--- src/rtl/smallest_k_selector_assert.svh ---
// Assertion macros for the smallest-k selector RTL.
`ifndef SMALLEST_K_SELECTOR_ASSERT_SVH
`define SMALLEST_K_SELECTOR_ASSERT_SVH

// Same-cycle implication, checked outside reset.
`define SKS_ASSERT_NOW(label, ante, cons) \
  label: assert property (@(posedge clk) disable iff (!rst_n) (ante) |-> (cons)) \
    else $error("smallest_k_selector check failed");

// Next-cycle implication, checked outside reset.
`define SKS_ASSERT_NEXT(label, ante, cons) \
  label: assert property (@(posedge clk) disable iff (!rst_n) (ante) |=> (cons)) \
    else $error("smallest_k_selector check failed");

`endif

--- src/rtl/sks_pkg.sv ---
// Shared constants and types of the smallest-k selector.
package sks_pkg;

  localparam int MAX_KEEP = 32;
  localparam int VAL_W    = 32;
  localparam int CNT_W    = $clog2(MAX_KEEP + 1);
  localparam int KEEP_W   = 6;
  localparam int ADDR_W   = 3;
  localparam int DATA_W   = 32;

  localparam logic [KEEP_W-1:0] KEEP_RESET = KEEP_W'(8);

  localparam logic [ADDR_W-3:0] REG_KEEP_COUNT = '0;

  localparam logic [1:0] OP_HOLD    = 2'd0;
  localparam logic [1:0] OP_INSERT  = 2'd1;
  localparam logic [1:0] OP_REPLACE = 2'd2;
  localparam logic [1:0] OP_SHIFT   = 2'd3;

  typedef struct packed {
    logic [1:0]              op;
    logic signed [VAL_W-1:0] din;
  } cell_bus_t;

endpackage

--- src/rtl/sks_cfg.sv ---
// APB register block holding the keep count.
module sks_cfg (
  input  logic                            clk,
  input  logic                            rst_n,
  input  logic                            psel,
  input  logic                            penable,
  input  logic                            pwrite,
  input  logic [sks_pkg::ADDR_W-1:0]      paddr,
  input  logic [sks_pkg::DATA_W-1:0]      pwdata,
  output logic [sks_pkg::DATA_W-1:0]      prdata,
  output logic                            pready,
  output logic [sks_pkg::CNT_W-1:0]       keep_limit
);

  logic [sks_pkg::KEEP_W-1:0] keep_count_r;
  logic [sks_pkg::KEEP_W-1:0] keep_count_nxt;
  logic                       hit;

  assign pready = 1'b1;
  assign hit    = (paddr[sks_pkg::ADDR_W-1:2] == sks_pkg::REG_KEEP_COUNT);

  always_comb begin
    keep_count_nxt = keep_count_r;
    if (psel && penable && pwrite && hit) begin
      keep_count_nxt = pwdata[sks_pkg::KEEP_W-1:0];
    end
  end

  always_ff @(posedge clk) begin
    if (!rst_n) begin
      keep_count_r <= sks_pkg::KEEP_RESET;
    end else begin
      keep_count_r <= keep_count_nxt;
    end
  end

  always_comb begin
    prdata = '0;
    if (hit) begin
      prdata = sks_pkg::DATA_W'(keep_count_r);
    end
  end

  always_comb begin
    if (int'(keep_count_r) > sks_pkg::MAX_KEEP) begin
      keep_limit = sks_pkg::CNT_W'(sks_pkg::MAX_KEEP);
    end else begin
      keep_limit = sks_pkg::CNT_W'(keep_count_r);
    end
  end

endmodule

--- src/rtl/sks_cell.sv ---
// One cell of the descending sorted chain.
module sks_cell (
  input  logic                              clk,
  input  sks_pkg::cell_bus_t                bus,
  input  logic                              occupied,
  input  logic signed [sks_pkg::VAL_W-1:0]  left_val,
  input  logic                              left_ge,
  input  logic signed [sks_pkg::VAL_W-1:0]  right_val,
  input  logic                              right_ge,
  output logic signed [sks_pkg::VAL_W-1:0]  val,
  output logic                              ge
);

  logic signed [sks_pkg::VAL_W-1:0] val_r;
  logic signed [sks_pkg::VAL_W-1:0] val_nxt;

  assign val = val_r;
  assign ge  = occupied && (val_r >= bus.din);

  always_comb begin
    val_nxt = val_r;
    unique case (bus.op)
      sks_pkg::OP_HOLD: begin
        val_nxt = val_r;
      end
      sks_pkg::OP_INSERT: begin
        if (ge) begin
          val_nxt = val_r;
        end else if (left_ge) begin
          val_nxt = bus.din;
        end else begin
          val_nxt = left_val;
        end
      end
      sks_pkg::OP_REPLACE: begin
        if (right_ge) begin
          val_nxt = right_val;
        end else if (ge) begin
          val_nxt = bus.din;
        end else begin
          val_nxt = val_r;
        end
      end
      sks_pkg::OP_SHIFT: begin
        val_nxt = right_val;
      end
      default: begin
        val_nxt = val_r;
      end
    endcase
  end

  always_ff @(posedge clk) begin
    val_r <= val_nxt;
  end

endmodule

--- src/rtl/smallest_k_selector.sv ---
// Top level of the streaming smallest-k selector built on a cell chain.
//
//   channel  direction  handshake               payload
//   in_      input      in_valid / in_ready     in_value, in_end_of_set
//   out_     output     out_valid / out_ready   out_kept_value, out_final_result
//   cfg      input      psel/penable/pready     paddr, pwdata, prdata
//
// While a set is collected one request is taken every cycle; each cell compares it at once.
// After the request marked end of set, the chain shifts toward cell 0 and reports one value
// per cycle while the output is not stalled, until all held values are out; no request is taken then.
// A stalled output holds the chain. Reset is synchronous and empties the chain.
`include "smallest_k_selector_assert.svh"

module smallest_k_selector (
  input  logic                              clk,
  input  logic                              rst_n,
  input  logic                              in_valid,
  output logic                              in_ready,
  input  logic signed [sks_pkg::VAL_W-1:0]  in_value,
  input  logic                              in_end_of_set,
  output logic                              out_valid,
  input  logic                              out_ready,
  output logic signed [sks_pkg::VAL_W-1:0]  out_kept_value,
  output logic                              out_final_result,
  input  logic                              psel,
  input  logic                              penable,
  input  logic                              pwrite,
  input  logic [sks_pkg::ADDR_W-1:0]        paddr,
  input  logic [sks_pkg::DATA_W-1:0]        pwdata,
  output logic [sks_pkg::DATA_W-1:0]        prdata,
  output logic                              pready
);

  localparam int N = sks_pkg::MAX_KEEP;

  logic [sks_pkg::CNT_W-1:0]        keep_limit;
  logic [sks_pkg::CNT_W-1:0]        held_count_r, held_count_nxt;
  logic                             drain_r, drain_nxt;
  logic                             out_valid_r, out_valid_nxt;
  logic signed [sks_pkg::VAL_W-1:0] out_kept_value_r, out_kept_value_nxt;
  logic                             out_final_result_r, out_final_result_nxt;
  logic                             accept, emit, do_insert, do_replace;
  sks_pkg::cell_bus_t               bus;
  logic signed [sks_pkg::VAL_W-1:0] cell_val [N];
  logic                             cell_ge  [N];

  sks_cfg u_cfg (
    .clk        (clk),
    .rst_n      (rst_n),
    .psel       (psel),
    .penable    (penable),
    .pwrite     (pwrite),
    .paddr      (paddr),
    .pwdata     (pwdata),
    .prdata     (prdata),
    .pready     (pready),
    .keep_limit (keep_limit)
  );

  assign in_ready   = !drain_r;
  assign accept     = in_valid && in_ready;
  assign emit       = drain_r && (!out_valid_r || out_ready);
  assign do_insert  = accept && (held_count_r < keep_limit);
  assign do_replace = accept && !do_insert && (held_count_r != '0) && (cell_val[0] > in_value);

  always_comb begin
    bus.din = in_value;
    priority if (emit) begin
      bus.op = sks_pkg::OP_SHIFT;
    end else if (do_insert) begin
      bus.op = sks_pkg::OP_INSERT;
    end else if (do_replace) begin
      bus.op = sks_pkg::OP_REPLACE;
    end else begin
      bus.op = sks_pkg::OP_HOLD;
    end
  end

  for (genvar i = 0; i < N; i++) begin : g_cell
    localparam logic [sks_pkg::CNT_W-1:0] IDX = sks_pkg::CNT_W'(i);
    logic signed [sks_pkg::VAL_W-1:0] left_val, right_val;
    logic                             left_ge, right_ge;

    if (i == 0) begin : g_first
      assign left_val = '0;
      assign left_ge  = 1'b1;
    end else begin : g_mid_l
      assign left_val = cell_val[i-1];
      assign left_ge  = cell_ge[i-1];
    end

    if (i == N - 1) begin : g_last
      assign right_val = '0;
      assign right_ge  = 1'b0;
    end else begin : g_mid_r
      assign right_val = cell_val[i+1];
      assign right_ge  = cell_ge[i+1];
    end

    sks_cell u_cell (
      .clk       (clk),
      .bus       (bus),
      .occupied  (IDX < held_count_r),
      .left_val  (left_val),
      .left_ge   (left_ge),
      .right_val (right_val),
      .right_ge  (right_ge),
      .val       (cell_val[i]),
      .ge        (cell_ge[i])
    );
  end

  always_comb begin
    held_count_nxt = held_count_r;
    drain_nxt      = drain_r;
    if (emit) begin
      held_count_nxt = held_count_r - sks_pkg::CNT_W'(1);
      drain_nxt      = (held_count_r != sks_pkg::CNT_W'(1));
    end else if (accept) begin
      if (do_insert) begin
        held_count_nxt = held_count_r + sks_pkg::CNT_W'(1);
      end
      drain_nxt = in_end_of_set && (held_count_nxt != '0);
    end
  end

  always_comb begin
    out_valid_nxt        = out_valid_r && !out_ready;
    out_kept_value_nxt   = out_kept_value_r;
    out_final_result_nxt = out_final_result_r;
    if (emit) begin
      out_valid_nxt        = 1'b1;
      out_kept_value_nxt   = cell_val[0];
      out_final_result_nxt = (held_count_r == sks_pkg::CNT_W'(1));
    end
  end

  always_ff @(posedge clk) begin
    if (!rst_n) begin
      held_count_r <= '0;
      drain_r      <= 1'b0;
      out_valid_r  <= 1'b0;
    end else begin
      held_count_r <= held_count_nxt;
      drain_r      <= drain_nxt;
      out_valid_r  <= out_valid_nxt;
    end
  end

  always_ff @(posedge clk) begin
    out_kept_value_r   <= out_kept_value_nxt;
    out_final_result_r <= out_final_result_nxt;
  end

  assign out_valid        = out_valid_r;
  assign out_kept_value   = out_kept_value_r;
  assign out_final_result = out_final_result_r;

  `SKS_ASSERT_NOW(a_count_bound, 1'b1, held_count_r <= sks_pkg::CNT_W'(sks_pkg::MAX_KEEP))
  `SKS_ASSERT_NOW(a_drain_nonempty, drain_r, held_count_r != '0)
  `SKS_ASSERT_NEXT(a_final_ends_drain, emit && (held_count_r == sks_pkg::CNT_W'(1)),
                   !drain_r && out_final_result)
  `SKS_ASSERT_NEXT(a_insert_grows, do_insert,
                   held_count_r == $past(held_count_r) + sks_pkg::CNT_W'(1))

endmodule

--- config.mk ---
export PLATFORM = sky130hd
export DESIGN_NAME = smallest_k_selector
export DESIGN_NICKNAME = d
export VERILOG_FILES = /design/src/rtl/sks_pkg.sv /design/src/rtl/sks_cfg.sv /design/src/rtl/sks_cell.sv /design/src/rtl/smallest_k_selector.sv
export VERILOG_INCLUDE_DIRS = /design/src /design/src/rtl
export SDC_FILE = /design/constraint.sdc
export NUM_CORES = 2
export LEC_CHECK = 0
export ABC_CLOCK_PERIOD_IN_PS = 38100
export BUFFER_PORTS_ARGS = -buffer_cell sky130_fd_sc_hd__buf_4
export CORE_UTILIZATION = 50
export CTS_BUF_LIST = sky130_fd_sc_hd__clkbuf_2 sky130_fd_sc_hd__clkbuf_4 sky130_fd_sc_hd__clkbuf_8
export DETAILED_ROUTE_END_ITERATION = 16
export PLACE_DENSITY_LB_ADDON = 0.05
export REMOVE_ABC_BUFFERS = 1
export SETUP_SLACK_MARGIN = 0.2
export SKIP_LAST_GASP = 1
export SLEW_MARGIN = 10
export SYNTH_ARGS = -nofsm -noshare
export SYNTH_HDL_FRONTEND = slang
export SYNTH_SLANG_ARGS = --single-unit
--- constraint.sdc ---
create_clock -name clk -period 38.1 [get_ports clk]
set_input_delay 5.715 -clock clk [delete_from_list [all_inputs] [get_ports clk]]
set_output_delay 5.715 -clock clk [all_outputs]
set_load 0.005 [all_outputs]
After elaboration in Yosys (flattened, before gate mapping)
Index checks and enable logic that the tools add are counted.
{"block": "word_totals", "ff_bits": 1071, "in_bits": 75, "out_inout_bits": 68, "word_cells": 279}
{"block": "op_classes", "n_addsub": 2, "order_cmp": 67, "eq_ne": 7, "n_mux": 109, "bitwise": 2, "n_reduce_logical": 54}
{"cell": "$pmux W32 S3", "count": 32}
{"cell": "$mux W32", "count": 64}
{"cell": "$ge A32 B32 Y1", "count": 32}
{"cell": "$lt A5 B6 Y1 const A", "count": 16}
{"cell": "$lt A4 B6 Y1 const A", "count": 8}
{"cell": "$logic_and A1 B1 Y1", "count": 43}
{"cell": "$mux W6", "count": 7}
{"cell": "$gt A32 B32 Y1", "count": 1}
{"cell": "$lt A3 B6 Y1 const A", "count": 4}
{"cell": "$lt A1 B6 Y1 const A", "count": 2}
{"cell": "$lt A2 B6 Y1 const A", "count": 2}
{"cell": "$reduce_bool A6 Y1", "count": 2}
{"cell": "$add A6 B1 Y6 const B", "count": 1}
{"cell": "$eq A6 B1 Y1 const B", "count": 1}
{"cell": "$gt A6 B6 Y1 const B", "count": 1}
{"cell": "$lt A6 B6 Y1", "count": 1}
{"cell": "$mux W2", "count": 3}
{"cell": "$ne A6 B1 Y1 const B", "count": 1}
{"cell": "$sub A6 B1 Y6 const B", "count": 1}
{"cell": "$eq A2 B2 Y1 const B", "count": 2}
{"cell": "$logic_not A1 Y1", "count": 4}
{"cell": "$ne A2 B2 Y1 const B", "count": 2}
{"cell": "$reduce_and A2 Y1", "count": 2}
{"cell": "$mux W1", "count": 3}
{"cell": "5 further kinds", "count": 6}

Depth between registers and ports, before layout
{"block": "depth", "word_depth": 14, "ltp_mapped": 16, "ltp_nobuf": 12}

Hierarchy
A second synthesis with hierarchy kept.
{"block": "hier_totals", "hier_cells": 10213, "area_unflattened_um2": 87961.9}
{"module": "sks_cell", "n_inst": 32, "cells_per_inst": 308, "area_each_um2": 2643.8, "seq_area_each_um2": 960.9}
{"module": "smallest_k_selector", "n_inst": 1, "cells_per_inst": 289, "area_each_um2": 2807.7, "seq_area_each_um2": 1151.1}
{"module": "sks_cfg", "n_inst": 1, "cells_per_inst": 68, "area_each_um2": 553.0, "seq_area_each_um2": 120.1}

Worst setup path before layout
OpenSTA, ideal clock, no wires.
{"block": "synth_timing", "kind": "input to register", "startpoint": "in in_value[30] in the netlist's numbering", "endpoint": "reg g_cell[10].u_cell.val_r (netlist bit g_cell[10].u_cell.val[0]) (enable)", "setup_ns": 6.648, "arrival_time_ns": 24.989, "t_required_ns": 31.452, "slack_ns": 6.463, "stages": 14, "path_buffers": 6, "cell_sequence": "clkbuf_1 > inv_1 > clkbuf_1 > ha_1 > nand4_1 > nor3_1 > a221oi_1 > a21boi_0 > o31ai_2 > buf_2 > buf_2 > buf_2 > buf_1 > nand2_1"}
{"block": "synth_between", "elab_chain_len": 6}
{"item": "from (decl)", "line_no": "smallest_k_selector.sv:19", "text": "input logic signed [sks_pkg::VAL_W-1:0] in_value,"}
{"item": "$gt A32 B32 Y1", "line_no": "smallest_k_selector.sv:64", "text": "assign do_replace = accept && !do_insert && (held_count_r != '0) && (cell_val[0] > in_value);"}
{"item": "$logic_and A1 B1 Y1", "line_no": "smallest_k_selector.sv:64"}
{"item": "$mux W2", "line_no": "smallest_k_selector.sv:72", "text": "end else if (do_replace) begin"}
{"item": "$mux W2", "line_no": "smallest_k_selector.sv:70", "text": "end else if (do_insert) begin"}
{"item": "$mux W2", "line_no": "smallest_k_selector.sv:68", "text": "priority if (emit) begin"}
{"item": "$logic_not A2 Y1", "line_no": "sks_cell.sv:22", "text": "unique case (bus.op)"}
{"item": "to (signal assigned)", "line_no": "sks_cell.sv:54", "text": "val_r <= val_nxt;"}
{"item": "to (decl)", "line_no": "sks_cell.sv:14", "text": "logic signed [sks_pkg::VAL_W-1:0] val_r;"}
No other way between the ends.
A chain may end at the register's enable or synchronous reset.

Worst setup path in the final report
{"block": "layout_timing", "startpoint": "in in_value[31] in the netlist's numbering", "endpoint": "reg g_cell[22].u_cell.val_r (netlist bit g_cell[22].u_cell.val[13]) (data pin)"}
{"block": "layout_between", "elab_chain_len": 7, "word_cells_on_any_way": 19, "cone_classes": "order compare (4); eq/ne (3); mux (8); reduce/logical (4)"}
{"item": "$gt A32 B32 Y1", "line_no": "smallest_k_selector.sv:64"}
{"item": "$logic_and A1 B1 Y1", "line_no": "smallest_k_selector.sv:64"}
{"item": "$mux W2", "line_no": "smallest_k_selector.sv:72"}
{"item": "$mux W2", "line_no": "smallest_k_selector.sv:70"}
{"item": "$mux W2", "line_no": "smallest_k_selector.sv:68"}
{"item": "$eq A2 B2 Y1 or $eq A2 B1 Y1 (tied branches)", "line_no": "sks_cell.sv:22"}
{"item": "$pmux W32 S3 (*)", "line_no": "sks_cell.sv:22"}
{"item": "net g_cell[22].u_cell.val_nxt, one bit", "line_no": "sks_cell.sv:15", "text": "logic signed [sks_pkg::VAL_W-1:0] val_nxt;"}
{"item": "to (signal assigned)", "line_no": "sks_cell.sv:54"}
{"item": "to (decl)", "line_no": "sks_cell.sv:14"}
The timed path passes the listed nets; every way through them passes the cells marked *.

==> impl_metrics.py <==
metrics = {
    "outcome": {
        "status": "finished clean",
    },
    "timing": {
        "timing_hold_violations_final": 0,
        "fin_worst_skew_ps": 40.2,
        "fin_crit_ps": 11890,
        "rsz_0062_raised_after_global_routing": "no",
        "timing.final.setup_violations": 0,
        "slew_limit_fails": 0,
        "worst_slew_margin_rel": 0.158,
        "period_share": 0.312,
        "worstMarginPinSlew_ps": 1260,
        "max_freq_mhz": 84.1,
        "setup_tns_final_ps": 0,
    },
    "clock_network": {
        "postCtsResizedCells": 0,
        "clock_tree.htree_level_count": 4,
        "clk_path_buf_depth": 3,
        "cts_sinks": 1071,
        "cts_root_buf": "clkbuf_8",
        "post_cts_hold_buffer_count": 0,
        "cts_tree": "done",
        "post_cts_buffers": 0,
        "numCtsBuffers": 205,
        "insertion_delay_ps": 1010,
        "clk_transition_reported_paths_ps": 60,
    },
    "grt": {
        "via_count_of_the_first_global_routing_pass": 75600,
        "grt_use_total": 0.393,
        "grt_antenna_before_repair": 9,
        "grt_max_degree": 200,
        "grt_pass1_wl_um": 529000,
        "globalRouteOverflowTotal": 0,
    },
    "setup_path": {
        "worst-setup-path-type": "in -> reg",
        "worstSetupEndpointType": "register",
        "critical_path_peak_fanout": 145,
        "worst-endpoint-required_ps": 38960,
        "regToRegSetupSlack_ps": 31290,
        "worst-r2r-cell-count": 10,
        "critical_path_arrival_ps": 12750,
        "worstReg2RegEnd": "g_cell[23].u_cell.val[3]$_DFFE_PP_",
        "worstSetupStartpointType": "primary input",
        "critical_path.endpoint": "g_cell[22].u_cell.val[13]$_DFFE_PP_",
        "reg2reg_from": "held_count_r[5]$_SDFFE_PN0P_",
        "crit_start": "in_value[31]",
    },
    "power_and_ir_drop": {
        "intPower_w": 0.00535,
        "combPwrFrac": 0.559,
        "static-leakage-power_nw": 39.7,
        "ir_worst_vdd_uv": 96.0,
        "share_clk_of_total_power": 0.110,
        "total_switching_power_w": 0.00491,
        "p_sw_frac": 0.479,
        "power_density_nw_per_um2": 107,
        "power.share.sequential": 0.331,
    },
    "final_layout": {
        "final_net_count": 10300,
        "ff_latch_area_um2": 32000,
        "num-fill-cells": 16100,
        "flow.area_growth_from_synthesis_pct": 7.04,
        "share_of_layout_cells_above_drive_strength_1": 0.0958,
        "post-route-util": 0.539,
        "multi_input_comb_area_um2": 54700,
    },
    "die": {
        "die_area_um2": 181000,
        "floorplan.rows": 155,
        "floorplan.die.width_um": 426,
        "start_util": 0.503,
        "floorplan.io_pins": 143,
        "die_h_um": 426,
        "coreArea_um2": 178000,
    },
    "routing": {
        "dr_total_vias": 83400,
        "drc": 0,
        "route.detailed.wl_per_inst_um": 31.6,
        "routed_via_density": 7.15,
        "drt_iter0_markers": 11500,
        "detail_route.first_pass.iterations": 10,
        "detail_route.wirelength_um": 368000,
        "ant_nets": 0,
    },
    "synth": {
        "synth_async_sr_flop_share": 0,
        "post_synth.cell_area_avg_um2": 9.52,
        "postSynthRegisterBits": 1071,
        "register_area_share_after_synthesis": 0.357,
        "synthesis.area_um2": 89800,
        "synthCells": 9431,
        "yosys_warnings": 0,
        "commonest_register_cell_after_synthesis": "edfxtp_1",
        "yosys.cell_types.count": 96,
        "synth_edf_count": 1057,
    },
    "placement": {
        "place_congestion": 0.933,
        "place.detailed.hpwl_um": 246000,
        "port_buffers": 87,
    },
    "worst_hold_path": {
        "hold_class": "reg -> reg",
        "hp-start": "g_cell[0].u_cell.val[16]$_DFFE_PP_",
    },
    "flow_run": {
        "drv.max_cap_violation_count": 0,
    },
}
[layer usage]
layer	up-vias	share of wire	track usage
li1	36800	-	-
met1	40400	0.43	0.593
met2	5411	0.38	0.512
met3	734	0.14	0.110
met4	4	0.046	0.169
met5	-	0.000071	0
[synth_stat cells (36+ instances only)]
| cell type | instances | area, um2 |
|---|---|---|
| a21o_1 | 114 | 856 |
| nor3_1 | 36 | 180 |
| inv_1 | 99 | 372 |
| a22o_1 | 121 | 1060 |
| a21oi_1 | 1035 | 5180 |
| o22ai_1 | 48 | 300 |
| ha_1 | 1032 | 12900 |
| mux2_2 | 155 | 1750 |
| a22oi_1 | 51 | 383 |
| nand2_1 | 851 | 3190 |
| nor2_1 | 729 | 2740 |
| o21ai_1 | 36 | 180 |
| and2_1 | 52 | 325 |
| a222oi_1 | 82 | 821 |
| nor2b_1 | 62 | 388 |
| o221ai_1 | 196 | 1720 |
| a211oi_1 | 134 | 1010 |
| buf_1 | 50 | 188 |
| a211o_1 | 150 | 1310 |
| nor4_1 | 39 | 244 |
| nand3_1 | 117 | 586 |
| o211ai_1 | 154 | 1160 |
| o2bb2ai_1 | 42 | 368 |
| edfxtp_1 | 1057 | 31700 |
| buf_2 | 141 | 706 |
| clkbuf_1 | 578 | 2170 |
| o21ai_0 | 655 | 3280 |
| mux2i_1 | 522 | 5230 |
| nand4_1 | 213 | 1330 |
| a221o_1 | 446 | 4460 |
[layout make-up]
cell class	count	area share
clock inverter	87	0.00441
multi-input combinational	7483	0.569
tap	2355	0.0307
antenna	7	0.000182
clock buffer	271	0.0346
inverter	100	0.00398
timing repair buffer	288	0.0242
sequential	1071	0.333
[state kept, by name, indices dropped and copies added, names as in the netlist]
register	cells
held_count_r	6
out_valid	1
out_kept_value	32
g_cell.u_cell.val	1024
out_final_result	1
u_cfg.keep_count_r	6
drain_r	1
[logic make-up after synthesis]
group                    synth area share
AND/OR/NAND/NOR                     0.113
other                           0.0000836
buffers and inverters              0.0411
XOR/XNOR                         0.000780
flip-flops                          0.357
AO/OA/AOI/OAI                       0.266
multiplexers                       0.0780
adder cells (fa/ha/maj)             0.144
[power groups by stage]
| stage | Sequential (W) | Clock (W) | Combinational, W |
|---|---|---|---|
| final | 0.00340 | 0.00113 | 0.00574 |
| after CTS | 0.00334 | 0.00114 | 0.00560 |
| after detailed placement | 0.00336 | 0 | 0.00557 |
| after global placement | 0.00334 | 0 | 0.00540 |
| after global routing | 0.00344 | 0.00118 | 0.00625 |
| after floorplan | 0.00357 | 0 | 0.00432 |
[placed cells by master (no fill, tap or decap), types with 64 or more instances in the layout]
master / count
mux2_2: 155
edfxtp_1: 1057
a22o_1: 121
a221o_1: 445
a21oi_1: 1035
nand4_1: 213
inv_1: 67
a222oi_1: 82
nand2_1: 847
a21o_1: 114
clkbuf_8: 207
mux2i_1: 517
nand3_1: 116
o21ai_0: 648
nor2_1: 724
a211oi_1: 134
o221ai_1: 194
a211o_1: 150
clkbuf_4: 64
o211ai_1: 154
ha_1: 1032
clkinv_1: 64
buf_4: 275
[how the worst min path moves through the flow]
stage | end | slack, ps | cells past startpoint
2_1_floorplan | out_kept_value[0]$_DFFE_PP_ | 450 | 0
3_3_place_gp | out_kept_value[29]$_DFFE_PP_ | 470 | 0
3_5_place_dp | out_kept_value[8]$_DFFE_PP_ | 480 | 0
4_1_cts | out_kept_value[16]$_DFFE_PP_ | 490 | 0
5_1_grt | out_kept_value[16]$_DFFE_PP_ | 510 | 0
6_report | out_kept_value[16]$_DFFE_PP_ | 480 | 0
[metrics by stage]
stage,total power (W),cell area [um2],setup WS [ps],cells,hold slack (ps)
final,0.0103,96100,26210,11700,482
after global routing,0.0109,96100,26150,11700,509
after CTS,0.0101,96100,26290,11700,488
after detailed placement,0.00893,92300,25450,11300,478
after global placement,0.00873,92300,25480,11300,470
after floorplan,0.00788,86600,-17630,8654,446
[worst max-delay path, stage by stage]
cell,delay (ps)
buf_4,650
inv_2,30
buf_4,290
ha_1,470
nand4_1,220
nor3_1,100
a221oi_1,680
a21boi_0,340
o31a_2,510
nor2_4,190
buf_4,460
buf_4,840
buf_12,590
nand2_1,280
o21ai_4,890
a221o_1,280
No activity file was read; power rests on OpenSTA's default activity.
